[config.mk]
export PLATFORM = sky130hd
export DESIGN_NAME = bresenham_line_rasterizer_unit
export DESIGN_NICKNAME = d
export VERILOG_FILES = /design/src/rtl/core/brl_pkg.sv /design/src/rtl/core/bresenham_line_rasterizer_unit.sv /design/src/rtl/core/brl_front.sv /design/src/rtl/core/brl_queue.sv /design/src/rtl/core/brl_back.sv
export SDC_FILE = /design/constraint.sdc
export NUM_CORES = 1
export LEC_CHECK = 0
export BUFFER_PORTS_ARGS = -buffer_cell sky130_fd_sc_hd__clkbuf_2
export CAP_MARGIN = 5
export CORE_MARGIN = 1
export CORE_UTILIZATION = 32
export CTS_BUF_LIST = sky130_fd_sc_hd__clkbuf_8
export CTS_CLUSTER_DIAMETER = 100
export DETAILED_ROUTE_END_ITERATION = 16
export SETUP_SLACK_MARGIN = 0.05
export SLEW_MARGIN = 20
export SYNTH_ARGS = -nofsm -noshare
export SYNTH_HDL_FRONTEND = slang
export SYNTH_SLANG_ARGS = --single-unit
[constraint.sdc]
create_clock -name clk -period 9 [get_ports clk]
set_input_delay 2.25 -clock clk [delete_from_list [all_inputs] [get_ports clk]]
set_output_delay 2.25 -clock clk [all_outputs]
set_load 0.03 [all_outputs]
[src/rtl/core/brl_pkg.sv]
`timescale 1ns / 1ps
// ----------------------------------------------------------------------------
// brl_pkg
// Shared types and constants of the Bresenham line rasterizer.
// ----------------------------------------------------------------------------
package brl_pkg;

    localparam int MAX_SIDE   = 64;
    localparam int IN_W       = 6;
    localparam int COORD_W    = 7;
    localparam int SIDE_W     = 7;
    localparam int DELTA_W    = 7;
    localparam int ERR_W      = 11;
    localparam int ADDR_W     = 13;
    localparam int CNT_W      = 6;
    localparam int CFG_IDX_W  = 4;

    localparam logic [SIDE_W-1:0] SIDE_MAX     = SIDE_W'(MAX_SIDE);
    localparam logic [SIDE_W-1:0] WIDTH_RESET  = SIDE_W'(64);
    localparam logic [SIDE_W-1:0] HEIGHT_RESET = SIDE_W'(32);
    localparam logic [CNT_W-1:0]  LAST_COUNT   = {CNT_W{1'b1}};

    localparam logic [CFG_IDX_W-1:0] REG_CANVAS_WIDTH  = CFG_IDX_W'(0);
    localparam logic [CFG_IDX_W-1:0] REG_CANVAS_HEIGHT = CFG_IDX_W'(1);

    // one segment as the front end hands it to the stepper
    typedef struct packed {
        logic signed [COORD_W-1:0] x1;
        logic signed [COORD_W-1:0] y1;
        logic signed [COORD_W-1:0] x2;
        logic signed [COORD_W-1:0] y2;
        logic [DELTA_W-1:0]        dx;
        logic [DELTA_W-1:0]        dy;
        logic                      sx_neg;
        logic                      sy_neg;
    } line_t;

    typedef struct packed {
        logic empty;
        logic full;
    } q_status_t;

    typedef enum logic {
        ST_IDLE,
        ST_RUN
    } back_state_t;

endpackage

[src/rtl/core/bresenham_line_rasterizer_unit.sv]
`timescale 1ns / 1ps
// ----------------------------------------------------------------------------
// bresenham_line_rasterizer_unit
// Turns a segment in centered world coordinates into its screen points.
// ----------------------------------------------------------------------------
// A segment is taken when start is high and busy is low; it goes into a
// two-entry queue, and busy is high only while that queue is full. The
// stepper loads one segment from the queue while idle and then issues one
// point per cycle until a segment of n points (1 to 64) is done; it loads
// the next only after that; each point leaves through an output register.
// Each point is shown for exactly one cycle with point_valid high and cannot
// be held off, so the receiver must take every point as it comes. Canvas
// size is written through the cfg port (cfg_ready is always high); values
// above 64 are clamped, and writes belong only to times when no segment is
// queued or in progress.
module bresenham_line_rasterizer_unit
(
    input  logic                                  clk,
    input  logic                                  rst_n,
    input  logic                                  cfg_valid,
    output logic                                  cfg_ready,
    input  logic [brl_pkg::CFG_IDX_W-1:0]         cfg_index,
    input  logic [brl_pkg::SIDE_W-1:0]            cfg_data,
    input  logic                                  start,
    output logic                                  busy,
    input  logic signed [brl_pkg::IN_W-1:0]       start_x,
    input  logic signed [brl_pkg::IN_W-1:0]       start_y,
    input  logic signed [brl_pkg::IN_W-1:0]       end_x,
    input  logic signed [brl_pkg::IN_W-1:0]       end_y,
    output logic                                  point_valid,
    output logic signed [brl_pkg::COORD_W-1:0]    pixel_x,
    output logic signed [brl_pkg::COORD_W-1:0]    pixel_y,
    output logic                                  visible,
    output logic [brl_pkg::ADDR_W-1:0]            pixel_address,
    output logic                                  last_point
);
    import brl_pkg::*;

    q_status_t          q_status;
    line_t              push_line, pop_line;
    logic               push, pop;
    logic [SIDE_W-1:0]  canvas_width, canvas_height;

    assign cfg_ready = 1'b1;
    assign busy      = q_status.full;

    brl_front u_front
    (
        .clk           (clk),
        .rst_n         (rst_n),
        .cfg_valid     (cfg_valid),
        .cfg_index     (cfg_index),
        .cfg_data      (cfg_data),
        .start         (start),
        .start_x       (start_x),
        .start_y       (start_y),
        .end_x         (end_x),
        .end_y         (end_y),
        .q_status      (q_status),
        .push          (push),
        .push_line     (push_line),
        .canvas_width  (canvas_width),
        .canvas_height (canvas_height)
    );

    brl_queue u_queue
    (
        .clk       (clk),
        .rst_n     (rst_n),
        .push      (push),
        .push_line (push_line),
        .pop       (pop),
        .pop_line  (pop_line),
        .q_status  (q_status)
    );

    brl_back u_back
    (
        .clk           (clk),
        .rst_n         (rst_n),
        .q_status      (q_status),
        .pop_line      (pop_line),
        .canvas_width  (canvas_width),
        .canvas_height (canvas_height),
        .pop           (pop),
        .point_valid   (point_valid),
        .pixel_x       (pixel_x),
        .pixel_y       (pixel_y),
        .visible       (visible),
        .pixel_address (pixel_address),
        .last_point    (last_point)
    );

endmodule

[src/rtl/core/brl_front.sv]
`timescale 1ns / 1ps
// ----------------------------------------------------------------------------
// brl_front
// Canvas registers, item accept, endpoint shift to screen space and
// classification of each segment (deltas, step directions).
// ----------------------------------------------------------------------------
module brl_front
(
    input  logic                                  clk,
    input  logic                                  rst_n,
    input  logic                                  cfg_valid,
    input  logic [brl_pkg::CFG_IDX_W-1:0]         cfg_index,
    input  logic [brl_pkg::SIDE_W-1:0]            cfg_data,
    input  logic                                  start,
    input  logic signed [brl_pkg::IN_W-1:0]       start_x,
    input  logic signed [brl_pkg::IN_W-1:0]       start_y,
    input  logic signed [brl_pkg::IN_W-1:0]       end_x,
    input  logic signed [brl_pkg::IN_W-1:0]       end_y,
    input  brl_pkg::q_status_t                    q_status,
    output logic                                  push,
    output brl_pkg::line_t                        push_line,
    output logic [brl_pkg::SIDE_W-1:0]            canvas_width,
    output logic [brl_pkg::SIDE_W-1:0]            canvas_height
);
    import brl_pkg::*;

    logic [SIDE_W-1:0]          width_reg, width_next;
    logic [SIDE_W-1:0]          height_reg, height_next;
    logic [SIDE_W-1:0]          cfg_sat;
    logic signed [COORD_W-1:0]  half_w, half_h;
    logic signed [COORD_W-1:0]  x1, y1, x2, y2;
    logic signed [COORD_W:0]    diff_x, diff_y;

    assign cfg_sat = (cfg_data > SIDE_MAX) ? SIDE_MAX : cfg_data;

    always_comb
    begin
        width_next  = width_reg;
        height_next = height_reg;
        if (cfg_valid)
        begin
            if (cfg_index == REG_CANVAS_WIDTH)
                width_next = cfg_sat;
            else if (cfg_index == REG_CANVAS_HEIGHT)
                height_next = cfg_sat;
        end
    end

    always_ff @(posedge clk or negedge rst_n)
    begin
        if (!rst_n)
        begin
            width_reg  <= WIDTH_RESET;
            height_reg <= HEIGHT_RESET;
        end
        else
        begin
            width_reg  <= width_next;
            height_reg <= height_next;
        end
    end

    assign canvas_width  = width_reg;
    assign canvas_height = height_reg;

    // halves stay at or below 32, so they are non-negative as signed values
    assign half_w = $signed({1'b0, width_reg[SIDE_W-1:1]});
    assign half_h = $signed({1'b0, height_reg[SIDE_W-1:1]});

    assign x1 = COORD_W'(start_x) + half_w;
    assign y1 = COORD_W'(start_y) + half_h;
    assign x2 = COORD_W'(end_x) + half_w;
    assign y2 = COORD_W'(end_y) + half_h;

    assign diff_x = (COORD_W+1)'(x2) - (COORD_W+1)'(x1);
    assign diff_y = (COORD_W+1)'(y2) - (COORD_W+1)'(y1);

    always_comb
    begin
        push_line.x1     = x1;
        push_line.y1     = y1;
        push_line.x2     = x2;
        push_line.y2     = y2;
        push_line.dx     = diff_x[COORD_W] ? DELTA_W'(-diff_x) : DELTA_W'(diff_x);
        push_line.dy     = diff_y[COORD_W] ? DELTA_W'(-diff_y) : DELTA_W'(diff_y);
        push_line.sx_neg = !(x1 < x2);
        push_line.sy_neg = !(y1 < y2);
    end

    assign push = start && !q_status.full;

endmodule

[src/rtl/core/brl_queue.sv]
`timescale 1ns / 1ps
// ----------------------------------------------------------------------------
// brl_queue
// Two-entry segment queue between the front end and the stepper.
// ----------------------------------------------------------------------------
module brl_queue
(
    input  logic                 clk,
    input  logic                 rst_n,
    input  logic                 push,
    input  brl_pkg::line_t       push_line,
    input  logic                 pop,
    output brl_pkg::line_t       pop_line,
    output brl_pkg::q_status_t   q_status
);
    import brl_pkg::*;

    line_t       entry_reg [2];
    logic        wr_ptr_reg, wr_ptr_next;
    logic        rd_ptr_reg, rd_ptr_next;
    logic [1:0]  count_reg, count_next;
    logic        do_push, do_pop;

    assign q_status.empty = (count_reg == 2'd0);
    assign q_status.full  = (count_reg == 2'd2);

    assign do_push = push && !q_status.full;
    assign do_pop  = pop && !q_status.empty;

    always_comb
    begin
        wr_ptr_next = do_push ? !wr_ptr_reg : wr_ptr_reg;
        rd_ptr_next = do_pop ? !rd_ptr_reg : rd_ptr_reg;
        count_next  = count_reg;
        if (do_push && !do_pop)
            count_next = count_reg + 2'd1;
        else if (do_pop && !do_push)
            count_next = count_reg - 2'd1;
    end

    always_ff @(posedge clk or negedge rst_n)
    begin
        if (!rst_n)
        begin
            wr_ptr_reg <= 1'b0;
            rd_ptr_reg <= 1'b0;
            count_reg  <= 2'd0;
        end
        else
        begin
            wr_ptr_reg <= wr_ptr_next;
            rd_ptr_reg <= rd_ptr_next;
            count_reg  <= count_next;
        end
    end

    always_ff @(posedge clk)
    begin
        if (do_push)
            entry_reg[wr_ptr_reg] <= push_line;
    end

    assign pop_line = entry_reg[rd_ptr_reg];

endmodule

[src/rtl/core/brl_back.sv]
`timescale 1ns / 1ps
// ----------------------------------------------------------------------------
// brl_back
// Bresenham stepper, one point per cycle, followed by a registered stage
// that works out visibility and the buffer address.
// ----------------------------------------------------------------------------
module brl_back
(
    input  logic                                  clk,
    input  logic                                  rst_n,
    input  brl_pkg::q_status_t                    q_status,
    input  brl_pkg::line_t                        pop_line,
    input  logic [brl_pkg::SIDE_W-1:0]            canvas_width,
    input  logic [brl_pkg::SIDE_W-1:0]            canvas_height,
    output logic                                  pop,
    output logic                                  point_valid,
    output logic signed [brl_pkg::COORD_W-1:0]    pixel_x,
    output logic signed [brl_pkg::COORD_W-1:0]    pixel_y,
    output logic                                  visible,
    output logic [brl_pkg::ADDR_W-1:0]            pixel_address,
    output logic                                  last_point
);
    import brl_pkg::*;

    back_state_t                state_reg, state_next;
    logic signed [COORD_W-1:0]  x_reg, x_next;
    logic signed [COORD_W-1:0]  y_reg, y_next;
    logic signed [COORD_W-1:0]  x2_reg, x2_next;
    logic signed [COORD_W-1:0]  y2_reg, y2_next;
    logic signed [ERR_W-1:0]    err_reg, err_next;
    logic [DELTA_W-1:0]         dx_reg, dx_next;
    logic [DELTA_W-1:0]         dy_reg, dy_next;
    logic                       sx_neg_reg, sx_neg_next;
    logic                       sy_neg_reg, sy_neg_next;
    logic [CNT_W-1:0]           cnt_reg, cnt_next;

    logic signed [ERR_W-1:0]    e2, dx_s, dy_s;
    logic signed [COORD_W-1:0]  step_x, step_y;
    logic                       emit, is_last, vis;
    logic [ADDR_W-1:0]          addr;

    logic                       out_valid_reg;
    logic signed [COORD_W-1:0]  out_x_reg, out_y_reg;
    logic                       out_vis_reg, out_last_reg;
    logic [ADDR_W-1:0]          out_addr_reg;

    assign dx_s   = $signed(ERR_W'(dx_reg));
    assign dy_s   = $signed(ERR_W'(dy_reg));
    assign e2     = err_reg <<< 1;
    assign step_x = sx_neg_reg ? -COORD_W'(1) : COORD_W'(1);
    assign step_y = sy_neg_reg ? -COORD_W'(1) : COORD_W'(1);
    assign is_last = ((x_reg == x2_reg) && (y_reg == y2_reg)) || (cnt_reg == LAST_COUNT);

    always_comb
    begin
        state_next  = state_reg;
        x_next      = x_reg;
        y_next      = y_reg;
        x2_next     = x2_reg;
        y2_next     = y2_reg;
        err_next    = err_reg;
        dx_next     = dx_reg;
        dy_next     = dy_reg;
        sx_neg_next = sx_neg_reg;
        sy_neg_next = sy_neg_reg;
        cnt_next    = cnt_reg;
        pop         = 1'b0;
        emit        = 1'b0;
        unique case (state_reg)
            ST_IDLE:
            begin
                if (!q_status.empty)
                begin
                    pop         = 1'b1;
                    x_next      = pop_line.x1;
                    y_next      = pop_line.y1;
                    x2_next     = pop_line.x2;
                    y2_next     = pop_line.y2;
                    dx_next     = pop_line.dx;
                    dy_next     = pop_line.dy;
                    sx_neg_next = pop_line.sx_neg;
                    sy_neg_next = pop_line.sy_neg;
                    err_next    = $signed(ERR_W'(pop_line.dx)) - $signed(ERR_W'(pop_line.dy));
                    cnt_next    = '0;
                    state_next  = ST_RUN;
                end
            end
            ST_RUN:
            begin
                emit = 1'b1;
                if (is_last)
                    state_next = ST_IDLE;
                else
                begin
                    cnt_next = cnt_reg + CNT_W'(1);
                    // both tests use the error from before this step
                    if (e2 > -dy_s && e2 < dx_s)
                    begin
                        err_next = err_reg - dy_s + dx_s;
                        x_next   = x_reg + step_x;
                        y_next   = y_reg + step_y;
                    end
                    else if (e2 > -dy_s)
                    begin
                        err_next = err_reg - dy_s;
                        x_next   = x_reg + step_x;
                    end
                    else if (e2 < dx_s)
                    begin
                        err_next = err_reg + dx_s;
                        y_next   = y_reg + step_y;
                    end
                end
            end
            default:
            begin
                state_next = ST_IDLE;
            end
        endcase
    end

    always_ff @(posedge clk or negedge rst_n)
    begin
        if (!rst_n)
            state_reg <= ST_IDLE;
        else
            state_reg <= state_next;
    end

    always_ff @(posedge clk)
    begin
        x_reg      <= x_next;
        y_reg      <= y_next;
        x2_reg     <= x2_next;
        y2_reg     <= y2_next;
        err_reg    <= err_next;
        dx_reg     <= dx_next;
        dy_reg     <= dy_next;
        sx_neg_reg <= sx_neg_next;
        sy_neg_reg <= sy_neg_next;
        cnt_reg    <= cnt_next;
    end

    // visible points have x below the canvas width and y below the canvas height, so both lie in 0..63
    assign vis = !x_reg[COORD_W-1] && !y_reg[COORD_W-1]
              && ($unsigned(x_reg) < canvas_width)
              && ($unsigned(y_reg) < canvas_height);

    assign addr = vis ? (ADDR_W'(y_reg[COORD_W-2:0]) * ADDR_W'(canvas_width + SIDE_W'(1))
                         + ADDR_W'(x_reg[COORD_W-2:0]))
                      : '0;

    always_ff @(posedge clk or negedge rst_n)
    begin
        if (!rst_n)
            out_valid_reg <= 1'b0;
        else
            out_valid_reg <= emit;
    end

    always_ff @(posedge clk)
    begin
        out_x_reg    <= x_reg;
        out_y_reg    <= y_reg;
        out_vis_reg  <= vis;
        out_addr_reg <= addr;
        out_last_reg <= is_last;
    end

    assign point_valid   = out_valid_reg;
    assign pixel_x       = out_x_reg;
    assign pixel_y       = out_y_reg;
    assign visible       = out_vis_reg;
    assign pixel_address = out_addr_reg;
    assign last_point    = out_last_reg;

endmodule

======== Yosys cells after proc, flatten, opt, wreduce, memory -nomap -nowiden ========
Memories as Yosys holds them, arrays and structs flattened.
Index checks and enable logic that the tools add are counted.
Widths: inputs -> output; s select.
storage, ports and cells
  RAM bits ................................ 88
  memories kept ........................... 1
  output and inout bits ................... 32
  word-level logic and storage cells ...... 130
  input port bits ......................... 39
  register bits after elaboration ......... 110
memory list
  memory             words  bits a word  rd ports  clocked after Yosys merged registers in  wr ports  line             source
  u_queue.entry_reg  2      44           1         0                                        1         brl_queue.sv:18  line_t entry_reg [2];
operators by class
  add/sub/neg operators ................... 20
  equal/unequal tests ..................... 11
  magnitude comparators ................... 7
  multiplexer cells ....................... 34
  bitwise gates (word level) .............. 3
  reduce and logical (&&, ||, !) cells .... 31
  $mul .................................... 1
operators by type and width
  kind                 count
  $mux 7               14
  $mux 11              5
  $add 6x7->7          4
  $lt 7x7->1           4
  $pmux 7 s2           2
  $sub 7x7->8          3
  $add 11x8->11        2
  $pmux 11 s2          1
  $add 7x7->7          2
  $eq 7x7->1           2
  $neg 7->7            2
  $add 13x6->13        1
  $mul 6x13->13        1
  $mux 6               2
  $pmux 6 s2           1
  $gt 11x11->1         1
  $lt 11x8->1          1
  $neg 7->11           1
  $sub 11x8->11        1
  $logic_and 1x1->1    10
  $logic_not 1->1      10
  $ne 3x3->1 const B   3
  $reduce_and 3->1     3
  $add 7x1->8 const B  1
  19 further kinds     30

======== Longest topological paths before layout ========
Gate-level depths: netlist of run 1.
  depth after elaboration ................. 8
  mapped depth ............................ 20
  gate-level depth less buffers ........... 19

======== Hierarchy ========
A second synthesis of run 1 with hierarchy kept.
second synthesis, totals
  cell total of the unflattened synthesis .. 1155
  area, all modules ....................... 13369.1 µm²
modules (own cells, without submodules)
  module                          cells an instance  area each (µm²)  seq. area each (µm²)  times used
  brl_back                        724                7377.1           2432.3                1
  brl_queue                       156                3572.2           2742.6                1
  brl_front                       273                2408.6           352.8                 1
  bresenham_line_rasterizer_unit  2                  11.3             0.0                   1

======== Worst setup path after synthesis of run 1 ========
No wires, ideal clock.
  kind .................................... input -> register
  start ................................... input start_y[0] (netlist bit)
  end ..................................... memory u_queue.entry_reg[0][8] (netlist bit), data pin
  library setup time ...................... 0.276 ns
  path buffers ............................ 0
  stages on the path ...................... 14
  data arrival time ....................... 4.914 ns
  path slack .............................. 3.811 ns
  required time ........................... 8.724 ns
  path through ............................ ha_1 -> inv_1 -> fa_1 -> inv_1 -> a21oi_1 -> o21bai_1 -> xor2_1 -> inv_1 -> ha_1 -> or2_2 -> or3_1 -> a311o_1 -> a221oi_1 -> xor2_1
RTL lines
  element          line                                  source
  start, declared  bresenham_line_rasterizer_unit.sv:27  input logic signed [brl_pkg::IN_W-1:0] start_y,
  end, declared    brl_queue.sv:18

======== Worst setup path after layout of run 1 ========
  start ................................... register u_front.width_reg[0] (netlist: u_front.canvas_width[0])
  end ..................................... register u_back.out_addr_reg[12] (netlist: u_back.pixel_address[12])
between the ends
  word-level cells in the longest chain between the ends .. 3
  elaborated cells on any way between the ends .. 6
  those cells by class .................... add/sub (2); mul (1); order compare (1); reduce/logical (2)
ends and longest elaborated chain
  element                                                    line                              source
  start, declared                                            brl_front.sv:27                   logic [SIDE_W-1:0] width_reg, width_next;
  start signal, assigned                                     brl_front.sv:58                   width_reg <= width_next;
  $add 7x1->8 / $lt 7x7->1 (equally long branches)           brl_back.sv:149, brl_back.sv:146
  $mul 6x13->13 / $logic_and 1x1->1 (equally long branches)  brl_back.sv:149, brl_back.sv:146
  $add 13x6->13 / $logic_and 1x1->1 (equally long branches)  brl_back.sv:150, brl_back.sv:147
  end signal, assigned                                       brl_back.sv:166                   out_addr_reg <= addr;
  end, declared                                              brl_back.sv:45                    logic [ADDR_W-1:0] out_addr_reg;
Several ways; a longest one is shown, not always the timed one.
A chain may end at the register's enable or synchronous reset.

==> impl_results.html, run 1 <==
<table>
<tr><th>Metric</th><th>Value</th></tr>
<tr><th colspan="2">Clock tree</th></tr>
<tr><td>CTS Sinks</td><td>197</td></tr>
<tr><td>TritonCTS clock tree</td><td>yes</td></tr>
<tr><td>Post-CTS setup repair buffer count</td><td>0</td></tr>
<tr><td>Inserted Clock Buffers</td><td>17</td></tr>
<tr><td>Clock latency of the later-clocked register in the worst-skew pair</td><td>0.48 ns</td></tr>
<tr><td>Clock-pin slew on the worst setup and hold paths</td><td>0.11 ns</td></tr>
<tr><td>Clock tree buffer depth</td><td>2</td></tr>
<tr><td>Post-CTS Resized</td><td>0</td></tr>
<tr><td>Hold buffer count at CTS</td><td>0</td></tr>
<tr><td>CTS root buffer</td><td>clkbuf_8</td></tr>
<tr><td>Total number of H-tree levels</td><td>4</td></tr>
<tr><th colspan="2">Timing</th></tr>
<tr><td>RSZ-0062 raised after global routing</td><td>no</td></tr>
<tr><td>Total negative setup slack</td><td>0 ns</td></tr>
<tr><td>Count of endpoints failing setup in the final report</td><td>0</td></tr>
<tr><td>Clock period minus worst slack</td><td>5.366 ns</td></tr>
<tr><td>Worst Max-Slew Pin Slew</td><td>1.050 ns</td></tr>
<tr><td>Fraction of the cycle the final worst path needs</td><td>59.62%</td></tr>
<tr><td>Hold Fails Final Rpt</td><td>0</td></tr>
<tr><td>Max_slew headroom</td><td>29.40%</td></tr>
<tr><td>Skew final</td><td>0.02377 ns</td></tr>
<tr><td>Count of final max-slew check failures</td><td>0</td></tr>
<tr><td>Max Freq</td><td>186.4 MHz</td></tr>
<tr><th colspan="2">Cells and area</th></tr>
<tr><td>Share of the core filled with cells in the final layout</td><td>36.02%</td></tr>
<tr><td>Area Overhead vs Synth</td><td>10.40%</td></tr>
<tr><td>Antenna cells</td><td>0</td></tr>
<tr><td>Non-Filler Instances</td><td>1790</td></tr>
<tr><td>Fraction of layout cells with a size suffix above 1</td><td>12.02%</td></tr>
<tr><td>FF+latch area</td><td>5529 µm²</td></tr>
<tr><td>Fillers</td><td>3972</td></tr>
<tr><td>Combined area of the multi-input logic cells</td><td>6944 µm²</td></tr>
<tr><td>Number of nets in the finished design</td><td>1474</td></tr>
<tr><td>Max reg flops</td><td>88</td></tr>
<tr><td>Final instance area</td><td>14410 µm²</td></tr>
<tr><th colspan="2">Synthesis</th></tr>
<tr><td>Commonest register cell after synthesis</td><td>edfxtp_1</td></tr>
<tr><td>Async set-or-reset flop fraction in the synthesized netlist</td><td>10.15%</td></tr>
<tr><td>Number of library cell types mapped by synthesis</td><td>65</td></tr>
<tr><td>Post-Synthesis Net Count</td><td>1402</td></tr>
<tr><td>Syn Area/Cell</td><td>11.06 µm²</td></tr>
<tr><td>Cell area after synthesis</td><td>13050 µm²</td></tr>
<tr><td>Number of storage elements in the synthesis netlist</td><td>197</td></tr>
<tr><td>Yosys Warn Count</td><td>0</td></tr>
<tr><td>Gate Count Post-Synth</td><td>1180</td></tr>
<tr><td>Post-synth EDFFs</td><td>148</td></tr>
<tr><td>Seq/Total Area, Yosys</td><td>42.35%</td></tr>
<tr><th colspan="2">Die</th></tr>
<tr><td>Count of standard-cell rows</td><td>73</td></tr>
<tr><td>DIE WIDTH</td><td>204.0 µm</td></tr>
<tr><td>Number of placed I/O pins</td><td>71</td></tr>
<tr><td>Initial Util</td><td>32.63%</td></tr>
<tr><td>Area of the die</td><td>41600 µm²</td></tr>
<tr><td>Std-Cell Core Area</td><td>40010 µm²</td></tr>
<tr><td>Height of the die</td><td>204.0 µm</td></tr>
<tr><th colspan="2">GRT</th></tr>
<tr><td>Antenna violations before repair</td><td>0</td></tr>
<tr><td>Global routing usage summed across all routing layers</td><td>14.01%</td></tr>
<tr><td>Maximum number of pins on one net before global-route repair</td><td>45</td></tr>
<tr><td>Global-route wire length before repair</td><td>45.64 mm</td></tr>
<tr><td>Via count of the first global-routing pass</td><td>8748</td></tr>
<tr><td>Final global-route overflow total</td><td>0</td></tr>
<tr><th colspan="2">Placed design</th></tr>
<tr><td>Instance count after placement with tap cells included</td><td>1758</td></tr>
<tr><td>Count of port buffers added during placement</td><td>69</td></tr>
<tr><td>Standard cell area after detailed placement</td><td>14030 µm²</td></tr>
<tr><td>Post-detail-place hpwl</td><td>21.97 mm</td></tr>
<tr><td>Final GP Congestion</td><td>0.8359</td></tr>
<tr><th colspan="2">Run</th></tr>
<tr><td>Maximum capacitance violations</td><td>0</td></tr>
<tr><th colspan="2">Route</th></tr>
<tr><td>Number of DRC markers after the initial detailed-route iteration</td><td>528</td></tr>
<tr><td>Number of remaining DRC errors</td><td>0</td></tr>
<tr><td>WL per Instance</td><td>15.81 µm</td></tr>
<tr><td>DRT Pass-1 Iters</td><td>5</td></tr>
<tr><td>Vias per inst</td><td>4.859</td></tr>
<tr><td>Total number of vias</td><td>8697</td></tr>
<tr><td>Remaining number of nets flagged by the antenna check after routing</td><td>0</td></tr>
<tr><td>Wire length after detailed routing</td><td>28.30 mm</td></tr>
<tr><th colspan="2">Worst setup path</th></tr>
<tr><td>Worst setup SP type</td><td>flip-flop</td></tr>
<tr><td>R2R Setup Slk</td><td>3.63 ns</td></tr>
<tr><td>Top fanout value on the critical path</td><td>11</td></tr>
<tr><td>Reg2Reg Launch Point</td><td>u_front.canvas_width[0]</td></tr>
<tr><td>WP data required</td><td>9.39 ns</td></tr>
<tr><td>Type of destination of the critical path</td><td>flip-flop</td></tr>
<tr><td>Capture instance of the worst register-to-register path</td><td>u_back.pixel_address[12]</td></tr>
<tr><td>Reg2Reg Depth</td><td>18</td></tr>
<tr><td>Critical path type</td><td>flip-flop to flip-flop</td></tr>
<tr><td>WP data arrival</td><td>5.76 ns</td></tr>
<tr><th colspan="2">Hold path</th></tr>
<tr><td>Hold path start</td><td>u_queue.count_reg[1]</td></tr>
<tr><td>Hold-critical path endpoint</td><td>u_queue.count_reg[1]</td></tr>
<tr><td>Worst Hold Class</td><td>flip-flop to flip-flop</td></tr>
<tr><td>WHS Path Cells</td><td>1</td></tr>
<tr><th colspan="2">Status</th></tr>
<tr><td>Status</td><td>complete, no violations</td></tr>
<tr><th colspan="2">Power and ir drop</th></tr>
<tr><td>Leakage component of the power</td><td>0.006296 µW</td></tr>
<tr><td>Power per cell area</td><td>260.8 nW/µm²</td></tr>
<tr><td>VDD IR max</td><td>0.0001350 V</td></tr>
<tr><td>Total power</td><td>3759 µW</td></tr>
</table>
==> cell families (layout without fill, tap and decap cells) <==
kind of cell	after synthesis	in the layout	share of synthesized area, %
AOI/OAI and AO/OA	230	230	11.51
xor gates and xnor gates	107	107	7.179
adders and majority gates	183	183	19.78
buffers and inverters	156	241	4.524
DFF	197	197	42.35
muxes	56	56	4.591
other	1	1	0.02873
and+or+nand+nor	250	250	10.04
==> power by group <==
group          total, µW  switching [µW]  internal (µW)
logic               1840            1070            766
clock network        558             330            228
registers           1360            65.3           1300
total               3760            1470           2290
==> through the flow <==
stage / hold slack [ns] / setup slack, ns
6_report: 0.5030 / 3.634
2_1_floorplan: 0.3462 / 3.811
3_3_place_gp: 0.4825 / 3.552
5_1_grt: 0.5316 / 3.018
3_5_place_dp: 0.4834 / 3.487
4_1_cts: 0.5029 / 3.610
==> routing by layer <==
layer	share of wire (%)	track usage, %	vias to the layer above
met5	0	0	-
met4	1.8	3.891	0
met1	49	19.16	4214
li1	-	-	4326
met2	47	22.98	128
met3	2.9	2.025	29
==> worst max path at each step <==
stage	from	end	slack, ns	depth (start not counted)
floorplan	start_y[0]	u_queue.entry_reg[0][8]	3.81	14
global placement	start_y[0]	u_queue.entry_reg[0][8]	3.55	15
detailed placement	start_y[0]	u_queue.entry_reg[1][8]	3.49	15
CTS	u_front.canvas_width[0]	u_back.pixel_address[12]	3.61	18
global route	u_front.canvas_width[0]	u_back.pixel_address[12]	3.02	18
finish	u_front.canvas_width[0]	u_back.pixel_address[12]	3.63	18
==> cells in the final DEF, fill, tap and decap left out, types with 8 or more instances in the layout <==
master | Yosys | layout
a211oi_1 | 19 | 19
a21o_1 | 33 | 33
a21oi_1 | 58 | 58
and2_1 | 14 | 14
and3_1 | 12 | 11
buf_4 | 1 | 8
clkbuf_2 | 0 | 69
clkbuf_8 | 0 | 17
dfrtp_1 | 18 | 17
dfxtp_1 | 29 | 29
edfxtp_1 | 148 | 148
fa_1 | 39 | 39
ha_1 | 144 | 144
inv_1 | 132 | 134
mux2_2 | 31 | 31
mux2i_1 | 25 | 25
nand2_1 | 47 | 47
nand2b_1 | 16 | 16
nand3_1 | 15 | 15
nor2_1 | 54 | 53
nor2b_1 | 38 | 38
nor3_1 | 18 | 18
nor4_1 | 8 | 8
o21a_1 | 10 | 10
o21ai_0 | 43 | 41
o21bai_1 | 21 | 21
xnor2_1 | 79 | 79
xor2_1 | 28 | 28
==> layout make-up <==
cell class                      instances  area share, %
Tap cell                              525          4.558
Timing Repair Buffer                   77          2.813
Clock buffer                           17          1.624
Inverter                              132          3.438
Multi-Input combinational cell        827          48.19
Sequential cell                       197          38.37
Clock inverter                         15          1.016
==> synth_stat cells (5+ instances only) <==
library cell  number  share of area [%]
nand2_1           47                1.4
and3_1            12               0.58
nor2b_1           38                1.8
fa_1              39                6.0
xnor2_1           79                5.3
dfrtp_1           18                3.5
nand2b_1          16               0.77
ha_1             144                 14
o21ai_0           43                1.6
xor2_1            28                1.9
nor2_1            54                1.6
a21boi_0           5               0.29
o21bai_1          21                1.2
o21a_1            10               0.58
and2_1            14               0.67
inv_1            132                3.8
a211oi_1          19                1.1
edfxtp_1         148                 34
a21oi_1           58                2.2
mux2i_1           25                1.9
nor4_1             8               0.38
a21o_1            33                1.9
nand4_1            6               0.29
nor3_1            18               0.69
nand3_1           15               0.58
mux2_2            31                2.7
dfxtp_1           29                4.4
clkbuf_1          21               0.60
==> critical path: stages (launching register included) <==
cell,delay [ns]
dfrtp_1,0.56
ha_1,0.25
nand3_1,0.12
xnor2_1,0.43
nor2_1,0.12
fa_1,0.52
inv_1,0.05
fa_1,0.47
inv_1,0.05
fa_1,0.52
inv_1,0.05
fa_1,0.49
inv_1,0.04
ha_1,0.22
a211oi_1,0.33
o21ai_0,0.25
a2111oi_0,0.49
o21ai_0,0.16
a21oi_1,0.17
No activity file was read; power rests on OpenSTA's default activity.
==> run 2: changes to the inputs <==
==> constraint.sdc (replaced) <==
create_clock -name clk -period 4.58 [get_ports clk]
set_input_delay 1.145 -clock clk [delete_from_list [all_inputs] [get_ports clk]]
set_output_delay 1.145 -clock clk [all_outputs]
set_load 0.03 [all_outputs]
==> impl_results.html, run 2 (synthesized netlist as in run 1, its figures left out) <==
<table>
<tr><th>Metric</th><th>Value</th></tr>
<tr><th colspan="2">Cells and area</th></tr>
<tr><td>Fraction of layout cells with a size suffix above 1</td><td>17.22% (was 12.02%)</td></tr>
<tr><td>Max reg flops</td><td>88 (unchanged)</td></tr>
<tr><td>Antenna cells</td><td>0 (unchanged)</td></tr>
<tr><td>Final instance area</td><td>14970 µm² (was 14410 µm²)</td></tr>
<tr><td>Most common cell after layout, fill and taps aside</td><td>edfxtp_1 (unchanged)</td></tr>
<tr><td>Area Overhead vs Synth</td><td>14.70% (was 10.40%)</td></tr>
<tr><td>Leading cell types in the layout, fill and taps excluded</td><td>148 x edfxtp_1, 135 x ha_1, 129 x inv_1, 76 x xnor2_1, 69 x clkbuf_2 (was 148 x edfxtp_1, 144 x ha_1, 134 x inv_1, 79 x xnor2_1, 69 x clkbuf_2)</td></tr>
<tr><td>Number of nets in the finished design</td><td>1504 (was 1474)</td></tr>
<tr><th colspan="2">Die</th></tr>
<tr><td>Initial Util</td><td>32.63% (unchanged)</td></tr>
<tr><td>Number of placed I/O pins</td><td>71 (unchanged)</td></tr>
<tr><td>Std-Cell Core Area</td><td>40010 µm² (unchanged)</td></tr>
<tr><td>Area of the die</td><td>41600 µm² (unchanged)</td></tr>
<tr><td>Height of the die</td><td>204.0 µm (unchanged)</td></tr>
<tr><td>DIE WIDTH</td><td>204.0 µm (unchanged)</td></tr>
<tr><td>Count of standard-cell rows</td><td>73 (unchanged)</td></tr>
<tr><th colspan="2">Worst setup path</th></tr>
<tr><td>Type of destination of the critical path</td><td>flip-flop (unchanged)</td></tr>
<tr><td>CP Cell Sequence</td><td>ha_4 -&gt; xor2_2 -&gt; buf_4 -&gt; and2_1 -&gt; fa_1 -&gt; ha_1 -&gt; inv_1 -&gt; fa_1 -&gt; fa_1 -&gt; inv_1 -&gt; ha_4 -&gt; a211oi_4 -&gt; o21ai_2 -&gt; a2111oi_4 -&gt; or3_4 -&gt; a21oi_2 (was ha_1 -&gt; nand3_1 -&gt; xnor2_1 -&gt; nor2_1 -&gt; fa_1 -&gt; inv_1 -&gt; fa_1 -&gt; inv_1 -&gt; fa_1 -&gt; inv_1 -&gt; fa_1 -&gt; inv_1 -&gt; ha_1 -&gt; a211oi_1 -&gt; o21ai_0 -&gt; a2111oi_0 -&gt; o21ai_0 -&gt; a21oi_1)</td></tr>
<tr><td>WP data required</td><td>4.93 ns (was 9.39 ns)</td></tr>
<tr><td>Max stage delay cell, worst path</td><td>fa_1 (was dfrtp_1)</td></tr>
<tr><td>Slowest Stage Delay on Critical Path</td><td>0.51 ns (was 0.56 ns)</td></tr>
<tr><td>Delay-heaviest family, CP</td><td>adder cells (unchanged)</td></tr>
<tr><td>Most numerous cell on the critical path</td><td>fa_1</td></tr>
<tr><td>WP data arrival</td><td>4.81 ns (was 5.76 ns)</td></tr>
<tr><td>Buf/Inv on CP</td><td>3 (was 4)</td></tr>
<tr><td>Critical path type</td><td>flip-flop to flip-flop (unchanged)</td></tr>
<tr><td>Worst setup SP type</td><td>flip-flop (unchanged)</td></tr>
<tr><td>Top fanout value on the critical path</td><td>5 (was 11)</td></tr>
<tr><th colspan="2">Placed design</th></tr>
<tr><td>Post-detail-place hpwl</td><td>22.61 mm (was 21.97 mm)</td></tr>
<tr><td>Final GP Congestion</td><td>0.8555 (was 0.8359)</td></tr>
<tr><td>Count of port buffers added during placement</td><td>69 (unchanged)</td></tr>
<tr><td>Standard cell area after detailed placement</td><td>14240 µm² (was 14030 µm²)</td></tr>
<tr><td>Worst-case setup slack after placement</td><td>-0.07463 ns (was 3.487 ns)</td></tr>
<tr><th colspan="2">Status</th></tr>
<tr><td>Status</td><td>complete, no violations (unchanged)</td></tr>
<tr><th colspan="2">Timing</th></tr>
<tr><td>Min setup slack post-route</td><td>0.1218 ns (was 3.634 ns)</td></tr>
<tr><td>Worst Max-Slew Pin Slew</td><td>1.025 ns (was 1.050 ns)</td></tr>
<tr><td>Fraction of the cycle the final worst path needs</td><td>97.34% (was 59.62%)</td></tr>
<tr><td>Max Freq</td><td>224.3 MHz (was 186.4 MHz)</td></tr>
<tr><td>Hold Fails Final Rpt</td><td>0 (unchanged)</td></tr>
<tr><td>Skew final</td><td>0.02749 ns (was 0.02377 ns)</td></tr>
<tr><td>Count of endpoints failing setup in the final report</td><td>0 (unchanged)</td></tr>
<tr><td>Total negative setup slack</td><td>0 ns (unchanged)</td></tr>
<tr><td>Max_slew headroom</td><td>31.45% (was 29.40%)</td></tr>
<tr><td>RSZ-0062 raised after global routing</td><td>yes (was no)</td></tr>
<tr><td>Count of final max-slew check failures</td><td>0 (unchanged)</td></tr>
<tr><td>Clock period minus worst slack</td><td>4.458 ns (was 5.366 ns)</td></tr>
<tr><th colspan="2">GRT</th></tr>
<tr><td>Global-route wire length before repair</td><td>47.02 mm (was 45.64 mm)</td></tr>
<tr><td>Final global-route overflow total</td><td>0 (unchanged)</td></tr>
<tr><td>Global routing usage summed across all routing layers</td><td>14.46% (was 14.01%)</td></tr>
<tr><td>Antenna violations before repair</td><td>0 (unchanged)</td></tr>
<tr><td>Maximum number of pins on one net before global-route repair</td><td>49 (was 45)</td></tr>
<tr><td>Via count of the first global-routing pass</td><td>8900 (was 8748)</td></tr>
<tr><th colspan="2">Clock tree</th></tr>
<tr><td>CTS Sinks</td><td>197 (unchanged)</td></tr>
<tr><td>Clock-pin slew on the worst setup and hold paths</td><td>0.13 ns (was 0.11 ns)</td></tr>
<tr><td>Inserted Clock Buffers</td><td>17 (unchanged)</td></tr>
<tr><td>Hold buffer count at CTS</td><td>0 (unchanged)</td></tr>
<tr><td>CTS root buffer</td><td>clkbuf_8 (unchanged)</td></tr>
<tr><td>Total number of H-tree levels</td><td>4 (unchanged)</td></tr>
<tr><td>Clock latency of the later-clocked register in the worst-skew pair</td><td>0.49 ns (was 0.48 ns)</td></tr>
<tr><td>Clock tree buffer depth</td><td>2 (unchanged)</td></tr>
<tr><td>TritonCTS clock tree</td><td>yes (unchanged)</td></tr>
<tr><th colspan="2">Route</th></tr>
<tr><td>DRT Pass-1 Iters</td><td>5 (unchanged)</td></tr>
<tr><td>Wire length after detailed routing</td><td>29.40 mm (was 28.30 mm)</td></tr>
<tr><td>Number of remaining DRC errors</td><td>0 (unchanged)</td></tr>
<tr><td>Number of DRC markers after the initial detailed-route iteration</td><td>363 (was 528)</td></tr>
<tr><td>Remaining number of nets flagged by the antenna check after routing</td><td>0 (unchanged)</td></tr>
<tr><td>Total number of vias</td><td>8799 (was 8697)</td></tr>
<tr><td>Vias per inst</td><td>4.835 (was 4.859)</td></tr>
<tr><td>WL per Instance</td><td>16.15 µm (was 15.81 µm)</td></tr>
<tr><th colspan="2">Power and ir drop</th></tr>
<tr><td>Leakage component of the power</td><td>0.006484 µW (was 0.006296 µW)</td></tr>
<tr><td>Power per cell area</td><td>549.1 nW/µm² (was 260.8 nW/µm²)</td></tr>
<tr><td>Total power</td><td>8222 µW (was 3759 µW)</td></tr>
<tr><td>VDD IR max</td><td>0.0004077 V (was 0.0001350 V)</td></tr>
<tr><th colspan="2">Hold path</th></tr>
<tr><td>Worst Hold Class</td><td>flip-flop to flip-flop (unchanged)</td></tr>
<tr><th colspan="2">Run</th></tr>
<tr><td>Maximum capacitance violations</td><td>0 (unchanged)</td></tr>
</table>
[run 2: power breakdown]
part | total, µW | internal, µW | switching [µW]
registers | 2670 | 2550 | 124
logic | 4350 | 1970 | 2380
clock network | 1200 | 441 | 755
total | 8220 | 4960 | 3260
[run 2: layout make-up]
class	count	area (µm²)
flip-flops and latches	197	5534
well taps	525	656.9
inverters	132	495.5
multi-input cells	827	7201
repair buffers	107	638.1
clock inverters	15	214.0
fillers	3930	25030
clock buffers	17	234.0
[run 2: per-layer routing]
| layer | wire length, µm | track usage (%) |
|---|---|---|
| met2 | 14440 | 24.82 |
| met5 | 0 | 0 |
| met1 | 13860 | 19.18 |
| met3 | 767 | 1.738 |
| met4 | 333 | 3.758 |
[run 2: final timing paths]
check / startpoint / endpoint / slack (ns) / cells after the start
max in group asynchronous: rst_n / u_queue.rd_ptr_reg / 3.44 / 1
min in group asynchronous: rst_n / u_front.canvas_width[5] / 0.67 / 1
min reg2reg: u_front.canvas_height[0] / u_front.canvas_height[0] / 0.52 / 1
max: u_front.canvas_width[0] / u_back.pixel_address[12] / 0.12 / 16
min: u_front.canvas_height[0] / u_front.canvas_height[0] / 0.52 / 1
max reg2reg: u_front.canvas_width[0] / u_back.pixel_address[12] / 0.12 / 16
[run 2: worst reg2reg max path, cell delays in order (launching register included)]
cell and delay, ns:
dfrtp_2 0.47, ha_4 0.20, xor2_2 0.20, buf_4 0.16, and2_1 0.16, fa_1 0.48, ha_1 0.31, inv_1 0.08
fa_1 0.43, fa_1 0.51, inv_1 0.06, ha_4 0.26, a211oi_4 0.26, o21ai_2 0.13, a2111oi_4 0.39, or3_4 0.18
a21oi_2 0.05
[run 2: metrics by stage]
step	hold WS, ns	instances	utilization [%]
3_5_place_dp	0.4998	1782	35.60
2_1_floorplan	0.3462	1180	-
3_3_place_gp	0.4846	1782	35.60
6_report	0.5216	1820	37.43
4_1_cts	0.5267	1816	36.95
5_1_grt	0.5453	1820	37.43
[run 2: timing repair]
action | 4_1_cts | 5_1_grt
cloned | 0 | 0
pin swaps | 14 | 23
gates resized for setup | 16 | 31
buffers inserted | 2 | 4
setup endpoints to repair | 3 | 6
